## src/gffp_pkg.sv

```systemverilog
// ----------------------------------------------------------------------------
// gffp_pkg
// Shared constants and types for the grid first-fit placer.
// ----------------------------------------------------------------------------
`timescale 1ns / 1ps

package gffp_pkg;

  // Grid geometry
  localparam int GRID_ROWS = 15;
  localparam int GRID_COLS = 8;

  // Derived widths
  localparam int ROW_W  = (GRID_ROWS > 1) ? $clog2(GRID_ROWS) : 1;
  localparam int COL_W  = (GRID_COLS > 1) ? $clog2(GRID_COLS) : 1;
  localparam int RUN_W  = 4;  // free-run counter, saturates at 15
  localparam int DIM_W  = 4;  // rect_width / rect_height field width
  localparam int SLOT_W = 7;

  // Operation codes
  localparam logic OP_ALLOC = 1'b0;
  localparam logic OP_CLEAR = 1'b1;

  // Result of the per-row window search
  typedef struct packed {
    logic             hit;
    logic [COL_W-1:0] col;
  } fit_res_t;

endpackage

```

## src/gffp_fit.sv

```systemverilog
// ----------------------------------------------------------------------------
// gffp_fit
// Window search over one grid row: finds the lowest column at which a run
// of rect_width columns all have enough free rows ending at the scan row.
// ----------------------------------------------------------------------------
`timescale 1ns / 1ps

module gffp_fit import gffp_pkg::*; (
  input  logic [GRID_COLS-1:0] col_ok_i,
  input  logic [DIM_W-1:0]     width_i,
  output fit_res_t             fit_o
);

  logic [GRID_COLS-1:0] win_ok;

  // Every window position, independent of the others
  always_comb begin
    for (int c = 0; c < GRID_COLS; c++) begin
      win_ok[c] = (int'(width_i) + c <= GRID_COLS);
      for (int k = 0; k < GRID_COLS; k++) begin
        if (k >= c && k < c + int'(width_i)) begin
          win_ok[c] = win_ok[c] & col_ok_i[k];
        end
      end
    end
  end

  // Lowest column wins
  always_comb begin
    fit_o.hit = 1'b0;
    fit_o.col = '0;
    for (int c = GRID_COLS - 1; c >= 0; c--) begin
      if (win_ok[c]) begin
        fit_o.hit = 1'b1;
        fit_o.col = COL_W'(c);
      end
    end
  end

endmodule

```

## src/grid_first_fit_placer_unit.sv

```systemverilog
// ----------------------------------------------------------------------------
// grid_first_fit_placer_unit
// First-fit rectangle placement in a 15 x 8 occupancy map held in memory.
// ----------------------------------------------------------------------------
// One word in, one word out. An allocate word scans the map one row per
// cycle out of a row memory with one read and one write port, keeping a
// free-run count per column, so a fit whose top row is r with height h is
// found on row r+h-1; the scan stops at the first hit. Marking then reads
// and writes back one row per cycle, h rows in all, and the done state
// hands the result to the output register. Clear and zero-size or
// oversized requests go straight to the done state. The memory read port
// sets the pace. Clear empties the map at once through per-row valid bits.
// A new word is taken while an earlier result still waits at the output.
`timescale 1ns / 1ps

module grid_first_fit_placer_unit import gffp_pkg::*; (
  input  logic              clk_i,
  input  logic              rst_ni,
  input  logic              in_valid_i,
  output logic              in_ready_o,
  input  logic              operation_i,
  input  logic [DIM_W-1:0]  rect_width_i,
  input  logic [DIM_W-1:0]  rect_height_i,
  output logic              out_valid_o,
  input  logic              out_ready_i,
  output logic              found_o,
  output logic [SLOT_W-1:0] slot_o
);

  localparam logic [1:0] ST_IDLE = 2'd0;
  localparam logic [1:0] ST_SCAN = 2'd1;
  localparam logic [1:0] ST_MARK = 2'd2;
  localparam logic [1:0] ST_DONE = 2'd3;

  localparam logic [RUN_W-1:0] RUN_MAX = '1;
  localparam logic [ROW_W-1:0] LAST_ROW = ROW_W'(GRID_ROWS - 1);

  // Control state
  logic [1:0]           state_q, state_d;
  logic [ROW_W-1:0]     j_q, j_d;
  logic [ROW_W-1:0]     wr_row_q, wr_row_d;
  logic [RUN_W-1:0]     cnt_q, cnt_d;
  logic [GRID_ROWS-1:0] valid_q, valid_d;
  logic                 out_valid_q, out_valid_d;

  // Payload
  logic [DIM_W-1:0]     w_q, w_d, h_q, h_d;
  logic [RUN_W-1:0]     run_q [GRID_COLS];
  logic [RUN_W-1:0]     run_d [GRID_COLS];
  logic [GRID_COLS-1:0] span_q, span_d;
  logic                 res_found_q, res_found_d;
  logic [SLOT_W-1:0]    res_slot_q, res_slot_d;
  logic                 found_q, found_d;
  logic [SLOT_W-1:0]    slot_q, slot_d;

  // Row memory
  logic [GRID_COLS-1:0] mem [GRID_ROWS];
  logic [GRID_COLS-1:0] rd_data_q;
  logic                 rd_valid_q;
  logic [ROW_W-1:0]     rd_addr;
  logic                 wr_en;
  logic [GRID_COLS-1:0] wr_data;

  // Datapath
  logic [GRID_COLS-1:0] row_bits;
  logic [RUN_W-1:0]     run_nxt [GRID_COLS];
  logic [GRID_COLS-1:0] col_ok;
  logic [GRID_COLS-1:0] w_mask;
  logic [ROW_W-1:0]     top_row;
  logic                 in_acc, out_acc, reject;
  fit_res_t             fit;

  assign in_acc  = in_valid_i && in_ready_o;
  assign out_acc = out_valid_q && out_ready_i;

  // Unwritten rows read as free
  assign row_bits = rd_valid_q ? rd_data_q : '0;

  // Free-run count per column, saturating
  always_comb begin
    for (int c = 0; c < GRID_COLS; c++) begin
      if (row_bits[c]) begin
        run_nxt[c] = '0;
      end else if (run_q[c] == RUN_MAX) begin
        run_nxt[c] = RUN_MAX;
      end else begin
        run_nxt[c] = run_q[c] + 1'b1;
      end
      col_ok[c] = (run_nxt[c] >= RUN_W'(h_q));
      w_mask[c] = (c < int'(w_q));
    end
  end

  gffp_fit u_fit (
    .col_ok_i (col_ok),
    .width_i  (w_q),
    .fit_o    (fit)
  );

  assign top_row = ROW_W'(j_q + 1'b1 - ROW_W'(h_q));

  assign reject = (rect_width_i == '0) || (rect_height_i == '0) ||
                  (int'(rect_width_i) > GRID_COLS) ||
                  (int'(rect_height_i) > GRID_ROWS);

  // Memory write: read-modify-write of the row read last cycle
  assign wr_en   = (state_q == ST_MARK);
  assign wr_data = row_bits | span_q;

  // Sequencer
  always_comb begin
    state_d     = state_q;
    j_d         = j_q;
    wr_row_d    = wr_row_q;
    cnt_d       = cnt_q;
    valid_d     = valid_q;
    out_valid_d = out_valid_q;
    w_d         = w_q;
    h_d         = h_q;
    run_d       = run_q;
    span_d      = span_q;
    res_found_d = res_found_q;
    res_slot_d  = res_slot_q;
    found_d     = found_q;
    slot_d      = slot_q;
    rd_addr     = '0;

    if (out_acc) begin
      out_valid_d = 1'b0;
    end

    unique case (state_q)
      ST_IDLE: begin
        if (in_acc) begin
          res_found_d = 1'b0;
          res_slot_d  = '0;
          w_d         = rect_width_i;
          h_d         = rect_height_i;
          for (int c = 0; c < GRID_COLS; c++) begin
            run_d[c] = '0;
          end
          j_d = '0;
          if (operation_i == OP_CLEAR) begin
            valid_d = '0;
            state_d = ST_DONE;
          end else if (reject) begin
            state_d = ST_DONE;
          end else begin
            state_d = ST_SCAN;
          end
        end
      end
      ST_SCAN: begin
        run_d = run_nxt;
        if (fit.hit) begin
          rd_addr     = top_row;
          wr_row_d    = top_row;
          cnt_d       = RUN_W'(h_q);
          span_d      = w_mask << fit.col;
          res_found_d = 1'b1;
          res_slot_d  = SLOT_W'(int'(top_row) * GRID_COLS + int'(fit.col));
          state_d     = ST_MARK;
        end else if (j_q == LAST_ROW) begin
          state_d = ST_DONE;
        end else begin
          rd_addr = j_q + 1'b1;
          j_d     = j_q + 1'b1;
        end
      end
      ST_MARK: begin
        valid_d[wr_row_q] = 1'b1;
        if (cnt_q > RUN_W'(1)) begin
          rd_addr  = wr_row_q + 1'b1;
          wr_row_d = wr_row_q + 1'b1;
          cnt_d    = cnt_q - 1'b1;
        end else begin
          state_d = ST_DONE;
        end
      end
      ST_DONE: begin
        if (!out_valid_q || out_ready_i) begin
          out_valid_d = 1'b1;
          found_d     = res_found_q;
          slot_d      = res_slot_q;
          state_d     = ST_IDLE;
        end
      end
      default: begin
        state_d = ST_IDLE;
      end
    endcase
  end

  assign in_ready_o  = (state_q == ST_IDLE);
  assign out_valid_o = out_valid_q;
  assign found_o     = found_q;
  assign slot_o      = slot_q;

  // Control registers
  always_ff @(posedge clk_i or negedge rst_ni) begin
    if (!rst_ni) begin
      state_q     <= ST_IDLE;
      j_q         <= '0;
      wr_row_q    <= '0;
      cnt_q       <= '0;
      valid_q     <= '0;
      out_valid_q <= 1'b0;
    end else begin
      state_q     <= state_d;
      j_q         <= j_d;
      wr_row_q    <= wr_row_d;
      cnt_q       <= cnt_d;
      valid_q     <= valid_d;
      out_valid_q <= out_valid_d;
    end
  end

  // Payload registers
  always_ff @(posedge clk_i) begin
    w_q         <= w_d;
    h_q         <= h_d;
    run_q       <= run_d;
    span_q      <= span_d;
    res_found_q <= res_found_d;
    res_slot_q  <= res_slot_d;
    found_q     <= found_d;
    slot_q      <= slot_d;
  end

  // Row memory, one read and one write port
  always_ff @(posedge clk_i) begin
    if (wr_en) begin
      mem[wr_row_q] <= wr_data;
    end
    rd_data_q  <= mem[rd_addr];
    rd_valid_q <= valid_q[rd_addr];
  end

`ifndef ASSERT_OFF
  // A result word only appears out of the done state
  assert property (@(posedge clk_i) disable iff (!rst_ni)
    $rose(out_valid_q) |-> $past(state_q) == ST_DONE)
    else $error("output word raised outside done state");

  // Not found always carries slot zero
  assert property (@(posedge clk_i) disable iff (!rst_ni)
    out_valid_o && !found_o |-> slot_o == '0)
    else $error("nonzero slot without a placement");

  // Placed slot lies inside the grid
  assert property (@(posedge clk_i) disable iff (!rst_ni)
    out_valid_o && found_o |-> int'(slot_o) < GRID_ROWS * GRID_COLS)
    else $error("slot outside grid");

  // While rows remain to mark, the read never targets the row being written
  assert property (@(posedge clk_i) disable iff (!rst_ni)
    state_q == ST_MARK && cnt_q > RUN_W'(1) |-> rd_addr != wr_row_q)
    else $error("mark read collides with write");

  // Marking never runs off the bottom of the grid
  assert property (@(posedge clk_i) disable iff (!rst_ni)
    state_q == ST_MARK |-> int'(wr_row_q) < GRID_ROWS)
    else $error("mark row beyond grid");
`endif

endmodule

```

## config.mk

```make
export PLATFORM = sky130hd
export DESIGN_NAME = grid_first_fit_placer_unit
export DESIGN_NICKNAME = d
export VERILOG_FILES = /design/src/gffp_pkg.sv /design/src/gffp_fit.sv /design/src/grid_first_fit_placer_unit.sv
export SDC_FILE = /design/constraint.sdc
export NUM_CORES = 1
export LEC_CHECK = 0
export ABC_AREA = 1
export ABC_CLOCK_PERIOD_IN_PS = 9400
export BUFFER_PORTS_ARGS = -buffer_cell sky130_fd_sc_hd__buf_2
export CORE_UTILIZATION = 60
export CTS_BUF_LIST = sky130_fd_sc_hd__clkbuf_4 sky130_fd_sc_hd__clkbuf_8
export DETAILED_ROUTE_END_ITERATION = 10
export PLACE_DENSITY_LB_ADDON = 0.1
export SYNTH_ARGS = -nofsm -noshare
export SYNTH_HDL_FRONTEND = slang
export SYNTH_HIERARCHICAL = 1
export SYNTH_SLANG_ARGS = --single-unit
```

## constraint.sdc

```tcl
create_clock -name clk_i -period 9.4 [get_ports clk_i]
set_input_delay 1.88 -clock clk_i [delete_from_list [all_inputs] [get_ports clk_i]]
set_output_delay 1.88 -clock clk_i [all_outputs]
set_load 0.05 [all_outputs]
```

==> out/qor.yml <==
place:
  dp_hpwl_mm: 20.21
  place.gp.congestion: 0.9078
  io_buffers: 22
  dp.cells: 1598
sta:
  rsz0062_at_grt: "false"
  slew_headroom_pct: 11.03
  fin_crit_sh_pct: 60.10
  fmax_mhz: 177.0
  slew_violations: 0
  setup_tns_ps: 0
  hold_violations: 0
  finalSetupViolCount: 0
  worst_pin_slew_ps: 1324
  min_period_ps: 5649
  fin_worst_skew_ps: 23.88
clocking:
  cts_inserted_buffers: 38
  post-cts-setup-buffers: 0
  cts_tree: "yes"
  cts_num_sinks: 223
  clk_pin_slew_worst_paths_ps: 60
  clockBufferDepth: 3
  cts_resized: 0
  clk_latency_ps: 550
  cts_hold_buf: 0
  h-tree-depth: 2
  cts_root_buf: "clkbuf_8"
final_layout:
  fill_cells: 1574
  antenna_cells: 0
  fin_util_pct: 67.21
  syn2layout_area_growth_pct: 8.258
  layout-drive-gt1-share_pct: 9.201
  fin_cells: 1667
  nets: 1458
floorplan:
  die_h_um: 144.8
  die_w_um: 144.8
  initial_utilization_pct: 62.09
  core_um2: 19720
  row_count: 51
  ios: 23
  dieArea_um2: 20980
drt:
  routedWlPerCell_um: 18.01
  viasPerCell: 5.801
  wl_mm: 30.02
  ant_nets: 0
  first_iter_violations: 954
  route.vias.total: 9671
  drt_first_pass_iters: 5
  drc_errors: 0
critical_path:
  rr_worst_depth: 29
  rrSetupSlack_ps: 3750
  cp-end-kind: "register"
  crit_path_frequent_cell: "nand2_1"
  crit_path_start: "run_q[8]"
  required_ps: 9890
  endpoint: "rd_data_q[1]"
  critPathMaxFanout: 65
  crit_path_max_incr_delay_ps: 680
  cpMaxStageDelayCell: "nand3_4"
  crit_type: "reg -> reg"
  worst_setup_path_start_kind: "register"
  reg2reg_to: "rd_data_q[1]"
  arrival_ps: 6140
  r2r_start: "run_q[8]"
yosys:
  avgSynthCellArea_um2: 9.095
  yosys_warnings: 6
  syn_nets: 1431
  synth_area_um2: 12240
  synth_top_cell_by_area: "edfxtp_1"
  seq_area_frac_synth_pct: 52.74
  synth_cell_type_count: 49
  synthCells: 1346
  ys_top_cells_by_area: "edfxtp_1 (45%), nand2_1 (8.4%), nand3_1 (7.4%)"
  ys_ff_latch: 223
  synth_top_area_share_pct: 45.13
power:
  swShare_pct: 47.88
  powerDensity_nw_per_um2: 387.4
  irDropWorstVdd_v: 0.0002985
  power_mw: 5.134
  p_leak_nw: 5.917
  power_switching_mw: 2.458
  p_seq_share_pct: 32.1
  power.share.clock_pct: 16.4
  power.share.combinational_pct: 51.5
  p_int_mw: 2.676
run_status:
  status: "completed"
global_route:
  grt_max_degree: 66
  overflow: 0
  antenna_found_initial: 0
  track_usage_pct: 30.09
  grt_pass1_vias: 9080
  grt_pass1_wl_mm: 47.60
run:
  max_cap_viol_count: 0
worst_hold_path:
  hp-class: "reg -> reg"
[sequential cells by signal, summed over array words and instances, names as in the netlist, 2 cells and up]
| name | count |
|---|---|
| res_slot_q | 7 |
| run_q | 32 |
| cnt_q | 4 |
| j_q | 4 |
| wr_row_q | 4 |
| rd_data_q | 8 |
| mem | 120 |
| state_q | 2 |
| h_q | 4 |
| w_q | 4 |
| slot_o | 7 |
| span_q | 8 |
| valid_q | 15 |
[synth_stat cells, drive strengths merged]
cell / number
o221ai: 1
nor3: 36
o211ai: 13
clkinv: 1
a21boi: 2
inv: 191
nand2: 278
or3: 1
mux2: 1
a21o: 1
or2: 9
nand3: 185
o22ai: 4
o21a: 6
clkbuf: 13
buf: 30
nor2: 99
a22oi: 1
ha: 71
a211oi: 8
a21oi: 47
a221oi: 1
edfxtp: 184
nand4: 44
dfxtp: 9
and2: 9
o31ai: 2
o32ai: 1
a31oi: 3
xor2: 4
fa: 1
o21ai: 50
nor4: 10
dfrtp: 30
[power groups by stage]
stage               clock [mW]  sequential, mW  combinational, mW
global placement             0            1.65               2.56
CTS                      0.849            1.65               2.62
floorplan                    0            1.65               1.93
finish                   0.840            1.65               2.65
detailed placement           0            1.66               2.61
global route             0.888            1.67               2.99
[layer usage]
layer,share of wire [%],track usage (%),vias up
met4,2.7,10.14,0
li1,-,-,4660
met3,8.6,5.791,74
met1,45,43.60,4539
met2,44,45.34,398
met5,0,0,-
[cell families after synthesis]
family,share of synthesized area [%]
buf+inv,7.870
flops,52.74
fa+ha+maj,7.420
mux,0.09198
xor+xnor,0.2862
simple gates,24.94
compound gates,6.654
[metrics by stage]
step                setup WS, ps  hold WS [ps]  cell area (um^2)
detailed placement          3888         406.2             12520
CTS                         3883         412.5             13250
global placement            3941         402.4             12520
floorplan                   5356         400.3             12240
global route                3225         420.7             13250
finish                      3751         412.1             13250
[area by class of cell]
type / instances / area (um^2) / area share [%]
inverter: 192 / 720.7 / 5.438
multi-input combinational: 888 / 4848 / 36.58
clock buffer: 49 / 624.3 / 4.711
tap: 265 / 331.6 / 2.502
clock inverter: 20 / 101.3 / 0.7647
sequential: 223 / 6456 / 48.72
timing repair buffer: 30 / 170.2 / 1.284
[how the worst min path moves through the flow]
stage	endpoint	start	slack [ps]	cells past startpoint
final	slot_o[5]	res_slot_q[5]	410	0
after global routing	slot_o[5]	res_slot_q[5]	420	0
after CTS	slot_o[5]	res_slot_q[5]	410	0
after detailed placement	slot_o[5]	res_slot_q[5]	410	0
after global placement	found_o	res_found_q	400	0
after floorplan	found_o	res_found_q	400	0
[layout by cell type, fill, tap and decap left out, types with 4 or more instances in the layout]
master / netlist / layout
inv_2: 8 / 8
o211ai_1: 13 / 13
dfrtp_1: 30 / 30
nor2_1: 95 / 95
nand4_1: 44 / 44
nand2_1: 274 / 274
o21a_1: 6 / 6
edfxtp_1: 184 / 184
buf_4: 1 / 8
buf_2: 14 / 22
clkbuf_8: 0 / 41
nand3_1: 181 / 181
a211oi_1: 8 / 8
o22ai_1: 4 / 4
nor3_2: 2 / 6
ha_1: 71 / 70
nor3_1: 34 / 30
inv_1: 183 / 183
clkinv_1: 1 / 11
dfxtp_1: 9 / 9
a21oi_1: 45 / 45
clkinv_2: 0 / 8
o21ai_0: 46 / 46
xor2_1: 4 / 4
clkbuf_4: 0 / 8
nor4_1: 10 / 10
and2_1: 9 / 9
or2_2: 8 / 8
[critical path: cells and delay by family (launching register included)]
kind | cells | cell delay [ps]
AO/OA/AOI/OAI | 2 | 240
adder cells (fa/ha/maj) | 2 | 540
buffers and inverters | 3 | 670
AND/OR/NAND/NOR | 22 | 3700
flip-flops | 1 | 410
Note: power is estimated with default switching activity, not from simulation.
